File: src/hw/rtl/assert_macros.svh
// assertion helpers, sampled on clk and disabled during rst
`ifndef ASSERT_MACROS_SVH
`define ASSERT_MACROS_SVH

// same-cycle implication
`define ASSERT_IMPLY(label, a, b) \
  label: assert property (@(posedge clk) disable iff (rst) (a) |-> (b)) \
    else $error("assertion failed");

// next-cycle implication
`define ASSERT_NEXT(label, a, b) \
  label: assert property (@(posedge clk) disable iff (rst) (a) |=> (b)) \
    else $error("assertion failed");

`endif

File: src/hw/rtl/satalru_pkg.sv
package satalru_pkg;

  localparam int SETS_DEFAULT = 16;
  localparam int WAYS_DEFAULT = 4;
  localparam int BLOCK_BITS_DEFAULT = 30;
  localparam int TIME_BITS_DEFAULT = 32;

  localparam logic [2:0] CMD_PROBE = 3'd0;
  localparam logic [2:0] CMD_RD_HIT = 3'd1;
  localparam logic [2:0] CMD_WR_HIT = 3'd2;
  localparam logic [2:0] CMD_ALLOC = 3'd3;
  localparam logic [2:0] CMD_INV_BLK = 3'd4;
  localparam logic [2:0] CMD_FLUSH = 3'd5;
  localparam logic [2:0] CMD_INV_ALL = 3'd6;

  typedef enum logic [2:0] {
    ST_IDLE,
    ST_EXEC,
    ST_FL_RD,
    ST_FL_CHK,
    ST_FL_END
  } state_t;

  typedef struct packed {
    logic capture;
    logic exec;
    logic fl_chk;
    logic fl_end;
  } ctl_t;

  typedef struct packed {
    logic is_flush;
    logic scan_last;
    logic stop;
  } sts_t;

endpackage

File: src/hw/rtl/satalru_ctrl.sv
module satalru_ctrl (
  input  logic              clk,
  input  logic              rst,
  input  logic              start,
  input  satalru_pkg::sts_t sts,
  output satalru_pkg::ctl_t ctl,
  output logic              busy
);

  satalru_pkg::state_t state, state_next;

  always_ff @(posedge clk) begin
    if (rst) begin
      state <= satalru_pkg::ST_IDLE;
    end else begin
      state <= state_next;
    end
  end

  always_comb begin
    state_next = state;
    case (state)
      satalru_pkg::ST_IDLE: begin
        if (start) state_next = satalru_pkg::ST_EXEC;
      end
      satalru_pkg::ST_EXEC: begin
        state_next = sts.is_flush ? satalru_pkg::ST_FL_RD : satalru_pkg::ST_IDLE;
      end
      satalru_pkg::ST_FL_RD: state_next = satalru_pkg::ST_FL_CHK;
      satalru_pkg::ST_FL_CHK: begin
        if (sts.stop) state_next = satalru_pkg::ST_IDLE;
        else if (sts.scan_last) state_next = satalru_pkg::ST_FL_END;
        else state_next = satalru_pkg::ST_FL_RD;
      end
      satalru_pkg::ST_FL_END: state_next = satalru_pkg::ST_IDLE;
      default: state_next = satalru_pkg::ST_IDLE;
    endcase
  end

  always_comb begin
    ctl = '0;
    busy = 1'b1;
    case (state)
      satalru_pkg::ST_IDLE: begin
        busy = 1'b0;
        ctl.capture = start;
      end
      satalru_pkg::ST_EXEC: ctl.exec = 1'b1;
      satalru_pkg::ST_FL_RD: ctl = '0;
      satalru_pkg::ST_FL_CHK: ctl.fl_chk = 1'b1;
      satalru_pkg::ST_FL_END: ctl.fl_end = 1'b1;
      default: ctl = '0;
    endcase
  end

endmodule

File: config.mk
export PLATFORM = sky130hd
export DESIGN_NAME = satalru_ctrl
export DESIGN_NICKNAME = d
export VERILOG_FILES = /design/src/hw/rtl/assert_macros.svh /design/src/hw/rtl/satalru_pkg.sv /design/src/hw/rtl/satalru_ctrl.sv
export SDC_FILE = /design/constraint.sdc
export NUM_CORES = 1
export LEC_CHECK = 0
export BUFFER_PORTS_ARGS = -buffer_cell sky130_fd_sc_hd__buf_2
export CAP_MARGIN = 5
export CELL_PAD_IN_SITES_DETAIL_PLACEMENT = 0
export CELL_PAD_IN_SITES_GLOBAL_PLACEMENT = 1
export CORE_AREA = 2 2 39 41
export CTS_BUF_LIST = sky130_fd_sc_hd__clkbuf_16
export DETAILED_ROUTE_END_ITERATION = 16
export DIE_AREA = 0 0 41 43
export PLACE_DENSITY_LB_ADDON = 0.1
export SETUP_SLACK_MARGIN = 0.15
export SLEW_MARGIN = 20
export SYNTH_ARGS = -nofsm -noshare
export SYNTH_HDL_FRONTEND = slang
export SYNTH_SLANG_ARGS = --single-unit
File: constraint.sdc
create_clock -name clk -period 1.45 [get_ports clk]
set_input_delay 0.2175 -clock clk [delete_from_list [all_inputs] [get_ports clk]]
set_output_delay 0.2175 -clock clk [all_outputs]
set_load 0.05 [all_outputs]
==> out/qor.tcl, run 1 <==
set qor(status) {completed}
set qor(power_leakage_nw) 0.1881
set qor(routed_via_count_divided_by_cell_count) 3.633
set qor(number_of_synthesized_register_bits) 3
set qor(path_delay_family) {simple AND/OR/NAND/NOR gates}
set qor(grt_pass1_vias) 175
set qor(layout_setup_ws_ps) 54.65
set qor(placed_area_um2) 242.7
set qor(area_of_all_placed_cells_without_fillers_um2) 374.1
set qor(synth_edf_count) 0
set qor(cts.hold.buffers_added) 0
set qor(final_number_of_setup_violating_endpoints) 0
set qor(synth_fp_nets) 22
set qor(postRouteAntennaNets) 0
set qor(share_of_synthesized_registers_carrying_an_async_set_or_reset_pct) 0
set qor(final_net_count) 40
set qor(design.portCount) 11
set qor(reg_with_most_ffs) {state}
set qor(worstSetupPathType) {flop to output pin}
set qor(tritoncts) {yes}
set qor(crit_path_cell_trace) {or3_4, nor2_4, buf_8}
set qor(power.ir.vdd_worst_v) 0.0004749
set qor(tns_ps) 0
set qor(synthesized_netlist_cell_count) 16
set qor(cp_max_fo) 3
set qor(cts_root_buffer) {clkbuf_16}
set qor(cp_slowest_cell) {or3_4}
set qor(clock_tree.buffer_depth) 2
set qor(largest_register_ffs) 3
set qor(critical_path.max_stage_delay_ps) 380
set qor(fmax_mhz) 716.7
set qor(fp.dieH_um) 43
set qor(utilization_pct) 27.03
set qor(synthesis.area_um2) 147.6
set qor(path_clk_slew_ps) 30
set qor(slew_viol_final) 0
set qor(clock_latency_ps) 220
set qor(design_power_total_mw) 0.6076
set qor(ys_types) 11
set qor(tritoncts_num_sinks) 3
set qor(worstPathArrival_ps) 1180
set qor(floorplan.rows) 14
set qor(dp_hpwl_um) 334.7
set qor(dieArea_mm2) 0.001763
set qor(wire_per_inst_um) 9.306
set qor(timing.max_slew.rel_slack_pct) 83.62
set qor(pwr_density_cell_mw_per_mm2) 1624
set qor(syn_area_per_cell_um2) 9.228
set qor(cts_max_level) 1
set qor(insertedDiodeCount) 0
set qor(drcViolationCount) 0
set qor(grt_pass1_wl_um) 669
set qor(critical_path.endpoint_type) {output pin}
set qor(hold_violations) 0
set qor(numPortBuffers) 10
set qor(post-synth-top-area-fraction_pct) 40.68
set qor(yosysWarnings) 0
set qor(synth_flop_cell) {dfxtp_1}
set qor(final_layout_size_suffix_gt1_share_pct) 69.70
set qor(worst_pin_slew_ps) 247.4
set qor(reg.largest.list) {state (3)}
set qor(globalRouteTotalUtil_pct) 6.513
set qor(min-delay-path-class) {input port to flop}
set qor(min_period_over_period_pct) 96.23
set qor(cp.buffers_inverters) 1
set qor(placement.setup.worst_slack_ps) 148.1
set qor(clock-skew-final_ps) 0.1535
set qor(drt_first_pass_iters) 2
set qor(max_cap_violations) 0
set qor(gr-total-overflow) 0
set qor(grt_setup_unrepaired) {yes}
set qor(starting_density_pct) 10.67
set qor(route.vias.total) 178
set qor(post_layout_nonfiller_instances) 49
set qor(grt_antenna_before_repair) 0
set qor(layout_min_cycle_time_ps) 1395
set qor(seq_total_area_yosys_pct) 40.68
set qor(n_fill_cell) 151
set qor(drt-total-wl_um) 456
set qor(post_synth_main_area_contributors) {dfxtp_1 41%, nor3b_1 10%, nor4_1 8.5%}
set qor(synthToLayoutAreaGrowth_pct) 153.4
set qor(die-width_um) 41
set qor(timing.critical_path.required_ps) 1230
set qor(grt_start_max_net_pins) 7
set qor(startpoint_type) {flop}
set qor(gp_congestion) 0.5679
set qor(total_cts_buffers) 3
set qor(final_hold_slack_ps) 191.6
set qor(drt_iter0_drcs) 1
set qor(yosysMostFrequentCell) {dfxtp_1}
set qor(core_region_area_mm2) 0.001384
set qor(synthTopCellsByCount) {3 x dfxtp_1, 2 x nor2_1, 2 x nor3b_1, 2 x nor4_1}
set qor(post-synth-top-area-cell) {dfxtp_1}
set qor(place.detailed.instances) 43
==> cell families (layout without fill, tap and decap cells) <==
kind of cell,count (synthesis),after routing,synth area share (%)
AND/OR/NAND/NOR,10,10,46.61
AO/OA/AOI/OAI,2,2,10.17
buffers and inverters,1,18,2.540
flip-flops,3,3,40.68
==> report_power, final <==
group / leakage, nW / switching (mW) / internal [mW] / total, mW
registers: 0.0257 / 0.00236 / 0.0866 / 0.0890
clock network: 0.0423 / 0.0737 / 0.355 / 0.429
logic: 0.120 / 0.0535 / 0.0360 / 0.0895
==> area by class of cell <==
cell class / count / area, µm² / share of cell area, %
tap: 16 / 20.02 / 5.351
multi-input combinational: 12 / 105.1 / 28.09
inverter: 1 / 3.754 / 1.003
clock buffer: 3 / 75.07 / 20.07
sequential: 3 / 65.06 / 17.39
clock inverter: 1 / 3.754 / 1.003
timing repair buffer: 13 / 101.3 / 27.09
==> per-layer routing <==
| metal | global-route usage, % | vias up | part of all wire (%) |
|---|---|---|---|
| met4 | 8.000 | 0 | 0 |
| met5 | 0 | - | 0 |
| met1 | 6.390 | 77 | 49 |
| li1 | - | 92 | - |
| met2 | 7.500 | 9 | 40 |
| met3 | 4.712 | 0 | 11 |
==> timing repair <==
item | CTS | global route
gates cloned | 0 | 0
resized for setup | 8 | 3
endpoints found under the setup margin | 5 | 4
buffers inserted | 2 | 0
pin swaps | 2 | 1
==> worst reg2reg max path, stage by stage, from the launching register on <==
cell and delay [ps]:
dfxtp_4 330, buf_4 140, buf_4 130, o211a_1 120, nor4_1 220
==> layout by cell type (no fill, tap or decap), types with 2 or more instances in the layout <==
master,instances
buf_2,6
buf_4,4
clkbuf_16,3
inv_1,2
nor4_1,2
nor2_1,2
buf_8,2
==> path summary, 6_finish.rpt <==
check	startpoint	end	slack, ps	depth (start not counted)
max	state[0]	ctl[3]	50	3
min	rst	state[0]	190	2
max reg2reg	state[0]	state[1]	410	4
min reg2reg	state[0]	state[0]	420	1
No activity file was read; power rests on OpenSTA's default activity.
==> run 2: changes to the inputs <==
PLACE_DENSITY_LB_ADDON = 0.12   (was 0.1)
==> run 2 against run 1 <==
  * Cell area is 0.67% lower
  * First-iteration DRC count grew to 3.0 times the previous value
  * Final cell count is 2.0% lower
  * Total power hardly changed
  * Clock skew is 3.3 ps higher
  * Critical path type unchanged
  * Largest power group unchanged
==> out/qor.tcl, run 2 (synthesized netlist as in run 1, its figures left out) <==
set qor(power.sequential.fraction_pct) 14.8
set qor(met2RoutedLength_um) 211
set qor(grt_antenna_before_repair) 0
set qor(numPortBuffers) 10
set qor(max_cap_violations) 0
set qor(fp.dieH_um) 43
set qor(synthToLayoutAreaGrowth_pct) 151.7
set qor(power.ir.vdd_worst_v) 0.0006746
set qor(cp_slowest_cell) {or3_4}
set qor(crit_path_cell_trace) {or3_4, nor2_4, buf_8}
set qor(layout.cells.most_common_list) {6 x buf_2, 3 x clkbuf_16}
set qor(drt_iter0_drcs) 3
set qor(worstSetupPathType) {flop to output pin}
set qor(layout_min_cycle_time_ps) 1409
set qor(drcViolationCount) 0
set qor(timing.critical_path.required_ps) 1230
set qor(highest-signal-layer) {met3}
set qor(reg.largest.list) {state (3)}
set qor(worst_pin_slew_ps) 248.0
set qor(fmax_mhz) 709.7
set qor(placement.setup.worst_slack_ps) 142.6
set qor(insertedDiodeCount) 0
set qor(layout_setup_ws_ps) 41.05
set qor(grt_start_max_net_pins) 7
set qor(largest_register_ffs) 3
set qor(cts_root_buffer) {clkbuf_16}
set qor(p_clk_share_pct) 70.9
set qor(route.vias.total) 180
set qor(pwr_density_cell_mw_per_mm2) 1635
set qor(p_sw_share_pct) 21.41
set qor(critical_path.max_stage_delay_ps) 390
set qor(wire_per_inst_um) 9.042
set qor(floorplan.rows) 14
set qor(grt_pass1_vias) 180
set qor(min-delay-path-class) {input port to flop}
set qor(path_clk_slew_ps) 30
set qor(slew_viol_final) 0
set qor(clock_tree.buffer_depth) 2
set qor(startpoint_type) {flop}
set qor(die-width_um) 41
set qor(drt-total-wl_um) 434
set qor(worstPathArrival_ps) 1190
set qor(dieArea_mm2) 0.001763
set qor(min_period_over_period_pct) 97.17
set qor(hold_violations) 0
set qor(tritoncts) {yes}
set qor(postRouteAntennaNets) 0
set qor(gp_congestion) 0.6133
set qor(globalRouteTotalUtil_pct) 7.214
set qor(total_cts_buffers) 3
set qor(clock_latency_ps) 220
set qor(tritoncts_num_sinks) 3
set qor(core_region_area_mm2) 0.001384
set qor(final_number_of_setup_violating_endpoints) 0
set qor(routed_via_count_divided_by_cell_count) 3.750
set qor(starting_density_pct) 10.67
set qor(cts.hold.buffers_added) 0
set qor(power_frac_comb_pct) 14.3
set qor(reg_with_most_ffs) {state}
set qor(gr-total-overflow) 0
set qor(cts_max_level) 1
set qor(timing.max_slew.rel_slack_pct) 83.58
set qor(switchingPower_mw) 0.1301
set qor(status) {completed}
set qor(intPower_mw) 0.4774
set qor(drt_first_pass_iters) 2
set qor(clock-skew-final_ps) 3.491
set qor(cp_max_fo) 2
set qor(final_net_count) 39
set qor(met1_wirelength_um) 173
set qor(mostFrequentLayoutCell) {buf_2}
set qor(grt_pass1_wl_um) 731
set qor(final_layout_size_suffix_gt1_share_pct) 71.88
set qor(final_hold_slack_ps) 184.6
set qor(power_leakage_nw) 0.1844
set qor(tns_ps) 0
set qor(grt_setup_unrepaired) {yes}
set qor(critical_path.endpoint_type) {output pin}
set qor(detailed_route_wirelength_on_metal3_um) 49
set qor(design.portCount) 11
-- run 2: cell count changes in the layout (fill, tap and decap cells not counted), sizes merged --
cell  change
buf       -1
-- run 2: metal layers --
layer | vias to the layer above | track usage, %
li1 | 91 | -
met1 | 80 | 7.987
met2 | 9 | 7.187
met3 | 0 | 6.283
met4 | 0 | 8.000
met5 | - | 0
-- run 2: cell type report --
class | instances | area (µm²)
clock inverters | 1 | 3.754
multi-input cells | 12 | 105.1
repair buffers | 12 | 97.59
flip-flops and latches | 3 | 66.31
fillers | 140 | 1012
inverters | 1 | 3.754
clock buffers | 3 | 75.07
well taps | 16 | 20.02
-- run 2: final timing paths --
kind         startpoint        to  slack [ps]  depth (start not counted)
min reg2reg    state[2]  state[0]         470                          1
max            state[0]    ctl[3]          40                          3
max reg2reg    state[0]  state[2]         480                          3
min                 rst  state[0]         180                          2
-- run 2: critical path, delay by kind of cell, from the launching register on --
kind	cells	cell delay [ps]
flops	1	330
simple gates	2	490
buf+inv	1	150
-- run 2: power groups by stage --
stage	logic, mW	registers [mW]	clock network, mW
after floorplan	0.0497	0.0939	0
after global placement	0.0695	0.0947	0
after detailed placement	0.0703	0.0942	0
after CTS	0.0810	0.0901	0.442
after global routing	0.0921	0.0907	0.453
final	0.0870	0.0900	0.430
-- run 2: timing repair --
item | 4_1_cts | 5_1_grt
buffers inserted | 1 | 0
pin swaps | 3 | 1
resized for setup | 7 | 7
setup endpoints to repair | 4 | 5
-- run 2: per-stage QoR --
step	cell area [µm²]	cells	power, mW	util [%]
floorplan	165.2	16	0.1436	-
global placement	242.7	43	0.1642	17.54
detailed placement	242.7	43	0.1646	17.54
CTS	347.8	48	0.6135	25.14
global route	371.6	48	0.6359	26.85
finish	371.6	48	0.6075	26.85
